### src/design/apeval_cdiv.sv
module apeval_cdiv #(
	parameter int YW = 26,
	parameter int EW = 10,
	parameter int RW = 26,
	parameter int K  = 26
) (
	input  logic          clk,
	input  logic [2:0]    load,
	input  logic [YW-1:0] y,
	input  logic [EW-1:0] e,
	input  logic [RW-1:0] r,
	output logic [YW-1:0] q
);
	// Quotient y / e for y below 2**K: reciprocal estimate, then one correction.

	logic [YW+RW-1:0] prod_s1;
	logic [YW-1:0]    y_s1;
	logic [EW-1:0]    e_s1;
	logic [YW-1:0]    q0_s2;
	logic [YW-1:0]    m_s2;
	logic [YW-1:0]    y_s2;
	logic [EW-1:0]    e_s2;
	logic [YW+EW-1:0] m_full;
	logic [YW-1:0]    q0;
	logic [YW-1:0]    rem;

	// Estimate from the reciprocal; it is low by at most one.
	always_ff @(posedge clk) begin
		if (load[0]) begin
			prod_s1 <= (YW+RW)'(y) * (YW+RW)'(r);
			y_s1 <= y;
			e_s1 <= e;
		end
	end

	assign q0 = YW'(prod_s1 >> K);
	assign m_full = (YW+EW)'(q0) * (YW+EW)'(e_s1);

	// Multiply back to find the remainder.
	always_ff @(posedge clk) begin
		if (load[1]) begin
			q0_s2 <= q0;
			m_s2 <= m_full[YW-1:0];
			y_s2 <= y_s1;
			e_s2 <= e_s1;
		end
	end

	assign rem = y_s2 - m_s2;

	// Correct the estimate when the remainder reaches the divisor.
	always_ff @(posedge clk) begin
		if (load[2]) begin
			q <= (rem >= YW'(e_s2)) ? q0_s2 + YW'(1) : q0_s2;
		end
	end

endmodule

### config.mk
export PLATFORM = sky130hd
export DESIGN_NAME = apeval_cdiv
export DESIGN_NICKNAME = d
export VERILOG_FILES = /design/src/design/apeval_cdiv.sv
export SDC_FILE = /design/constraint.sdc
export NUM_CORES = 2
export LEC_CHECK = 0
export ABC_AREA = 1
export BUFFER_PORTS_ARGS = -buffer_cell sky130_fd_sc_hd__buf_2
export CAP_MARGIN = 25
export CELL_PAD_IN_SITES_DETAIL_PLACEMENT = 1
export CELL_PAD_IN_SITES_GLOBAL_PLACEMENT = 2
export CORE_MARGIN = 5
export CORE_UTILIZATION = 40
export CTS_CLUSTER_SIZE = 28
export DETAILED_ROUTE_END_ITERATION = 10
export PLACE_DENSITY_LB_ADDON = 0.1
export SLEW_MARGIN = 20
export SYNTH_ARGS = -nofsm -noshare
export SYNTH_HDL_FRONTEND = slang
export SYNTH_SLANG_ARGS = --single-unit
### constraint.sdc
create_clock -name clk -period 7.69 [get_ports clk]
set_clock_uncertainty 0.1 [all_clocks]
set_input_delay 0.769 -clock clk [delete_from_list [all_inputs] [get_ports clk]]
set_output_delay 0.769 -clock clk [all_outputs]
set_load 0.005 [all_outputs]
==> summary.md <==
| Metric | Value |
|---|---|
| Primary FF master, synth | `edfxtp_1` |
| Rel. slew slack | `about a third` |
| Worst Hold Path EP | `y_s2[25]` |
| DRT Pass-1 Iters | `5` |
| CP Launch Type | `primary input` |
| Inserted Clock Buffers | `17` |
| Number of global-route vias before repair | `about 33000` |
| Synth unique cells | `42` |
| Grt ovf | `0` |
| # DRC | `0` |
| Top cell type's share of synthesized area | `about two fifths` |
| Core Area | `between 0.09 and 0.1 mm^2` |
| Cell taking the most area after synthesis | `fa_1` |
| CP cell instances | `buf_2, nand2_1, fa_1, inv_1, fa_1, inv_1, fa_1, inv_1, fa_1, inv_1, fa_1, inv_1, fa_1, inv_1, fa_1, inv_1, ha_1, a21oi_1, o21ai_0, a21oi_1, nor2_1, o21ai_0, o2111ai_1, xor2_1` |
| Status | `finished clean` |
| DRT Wirelength | `around 120 mm` |
| Crit path max-delay family | `adder cells` |
| Mapped Nets | `between 5000 and 6000` |
| Synth area leaders | `fa_1, inv_1, edfxtp_1` |
| Global placement routability congestion | `0.8769` |
| Slowest stage cell, crit path | `buf_2` |
| Std cell rows | `112` |
| Fin cells | `about 6000` |
| Asr flop ratio synth | `0%` |
| Worst-path clk slew | `roughly 70 ps` |
| Crit path required time | `around 7800 ps` |
| Post-CTS Hold Fix Bufs | `0` |
| TritonCTS clock tree | `yes` |
| Yosys warnings | `0` |
| Stages on the worst setup path | `24` |
| Post-synth EDFFs | `between 150 and 200` |
| Die width | `about 320 um` |
| Detailed-route wire length per cell | `19.83 um` |
| 1st-iter DRT viols | `~1500` |
| Layout cells sized above 1 | `under 10%` |
| Sequential area share after synthesis | `roughly 14%` |
| Clock sinks | `176` |
| Final critical-path share of the clock period | `a little over nine tenths` |
| Largest net degree at the start of global routing | `58` |
| Post-route ant nets | `0` |
| Worst r2r dst | `m_s2[23]` |
| RSZ-0062 raised after global routing | `false` |
| Post-CTS Resized | `0` |
| CP startpoint | `y[11]` |
| Area delta synth->final | `6.926%` |
| CP endpoint kind | `flip-flop` |
| Fmax | `0.1379 GHz` |
| Hold crit path type | `reg -> reg` |
| WP buf/inv | `8` |
| Chip height | `317.1 um` |
| Hold path start | `y_s1[25]` |
| Die ar. | `0.1005 mm^2` |
| Final Util | `between 40% and 50%` |
| Hold_ws | `between 300 and 400 ps` |
| R2R Setup Slk | `about 1400 ps` |
| Total Neg Setup Slack | `0 ps` |
| Slew Viols, Final | `0` |
| Max Root-Sink Buffers | `2` |
| Hold Crit Depth | `0` |
| Clk Tree Root Cell | `clkbuf_16` |
| Fillcell total | `~11000` |
| IO buf count | `91` |
| Net count, final | `between 5000 and 6000` |
| Worst-Margin Slew | `974.2 ps` |
| Post-CTS Setup Bufs | `0` |
| Final Setup Violations | `0` |
| Crit Path Class | `in -> reg` |
| GRT Total Usage | `approximately 25%` |
| Worst-skew pair later-pin latency | `about 500 ps` |
| DP HPWL | `around 100 mm` |
| Final Critical Period | `~7200 ps` |
| CP Max Fanout | `27` |
| Reg2reg start | `e_s1[1]` |
| Synthesized area | `~0.038 mm^2` |
| Vias per inst | `4.829` |
| Initial antenna violation count | `5` |
| Mapped Avg Cell Area | `7.985 um^2` |
| Arr. time, crit path | `approximately 7400 ps` |
| FF+latch count, synth | `176` |
| First-pass GRT wire length | `189.2 mm` |
| Slowest stage delay, CP | `approximately 640 ps` |
| Placed Instances | `approximately 6000` |
| Worst R2R Path Depth | `19` |
| Vias | `just under 30000` |
| Max-Cap Viols | `0` |
| H-tree depth | `4` |
| Ports | `roughly 90` |
| Cells after synthesis | `~4700` |
| Initial Utilization | `40.36%` |
| Final hold vios | `0` |
-- through the flow --
step | area (um^2) | setup WS (ps)
2_1_floorplan | 37720 | 877.7
3_3_place_gp | 39720 | 69.70
3_5_place_dp | 39720 | -22.35
4_1_cts | 40320 | 516.7
5_1_grt | 40320 | 219.3
6_report | 40330 | 440.6
-- cell usage after synthesis, types with 3 or more instances --
cell type / count
nor3_1: 20
nor2_4: 4
nand4_1: 29
nor2_2: 12
fa_1: 724
nor2_1: 123
a21o_1: 7
nand2_1: 1319
a41oi_1: 3
nand3_1: 61
nand3_2: 5
o21ai_0: 67
clkbuf_1: 199
a21oi_1: 110
xor2_1: 64
nand2_2: 7
xnor2_1: 37
and2_1: 5
a21boi_0: 3
o21a_1: 8
inv_2: 3
inv_1: 1425
o21bai_1: 6
nor4_1: 10
edfxtp_1: 176
ha_1: 263
a31oi_1: 12
-- area by class of cell --
class | count | area (um^2) | share of cell area, %
Antenna cell | 4 | 10.01 | 0.02482
Clock buffer | 17 | 425.4 | 1.055
Clock inverter | 15 | 182.7 | 0.4529
Inverter | 1428 | 5360 | 13.29
Multi-Input combinational cell | 2916 | 26290 | 65.19
Sequential cell | 176 | 5285 | 13.10
Tap cell | 1254 | 1569 | 3.890
Timing Repair Buffer | 181 | 1209 | 2.997
-- flip-flops by register name, indices dropped and copies added, names as in the netlist --
register / count
q: 26
y_s2: 26
e_s2: 10
q0_s2: 26
y_s1: 26
m_s2: 26
prod_s1: 26
e_s1: 10
-- cell usage in the layout (no fill, tap or decap), types with 4 or more instances in the layout --
cell / synthesis / routed
nand2_2: 7 / 7
o21bai_1: 6 / 6
nor4_1: 10 / 10
a21oi_1: 110 / 110
nor3_1: 20 / 20
nor2_2: 12 / 12
nor2_1: 123 / 123
xnor2_1: 37 / 37
o21ai_0: 67 / 67
buf_4: 0 / 85
buf_2: 0 / 90
edfxtp_1: 176 / 176
nand3_1: 61 / 61
ha_1: 263 / 263
fa_1: 724 / 724
nor2_4: 4 / 4
diode_2: 0 / 4
a21o_1: 7 / 7
xor2_1: 64 / 64
nand4_1: 29 / 29
inv_1: 1425 / 1425
o21a_1: 8 / 8
clkbuf_16: 0 / 17
a31oi_1: 12 / 12
and2_1: 5 / 5
nand3_2: 5 / 5
buf_12: 0 / 6
nand2_1: 1319 / 1319
-- per-layer routing --
metal	track usage, %	wire length (um)	up-vias
met4	5.049	2246	4
met5	0	27	-
li1	-	-	13460
met3	3.056	5019	111
met2	42.47	58140	482
met1	33.64	53400	14880
-- kinds of logic (layout without fill, tap and decap cells) --
logic type | after synthesis | after routing | synth area share [%]
fa+ha+maj | 987 | 987 | 47.15
buf+inv | 1632 | 1641 | 16.29
simple gates | 1601 | 1601 | 16.88
xor+xnor | 101 | 101 | 2.345
flops | 176 | 176 | 14.01
compound gates | 227 | 227 | 3.334
other cells | 0 | 4 | 0
-- worst max-delay path by stage --
stage	slack (ps)	end
floorplan	880	prod_s1[45]
global placement	70	prod_s1[49]
detailed placement	-20	prod_s1[49]
CTS	520	prod_s1[49]
global route	220	prod_s1[34]
finish	440	prod_s1[49]
Power is not shown: default switching activity piles up to over one toggle a cycle in this logic, so the estimate is an artifact.
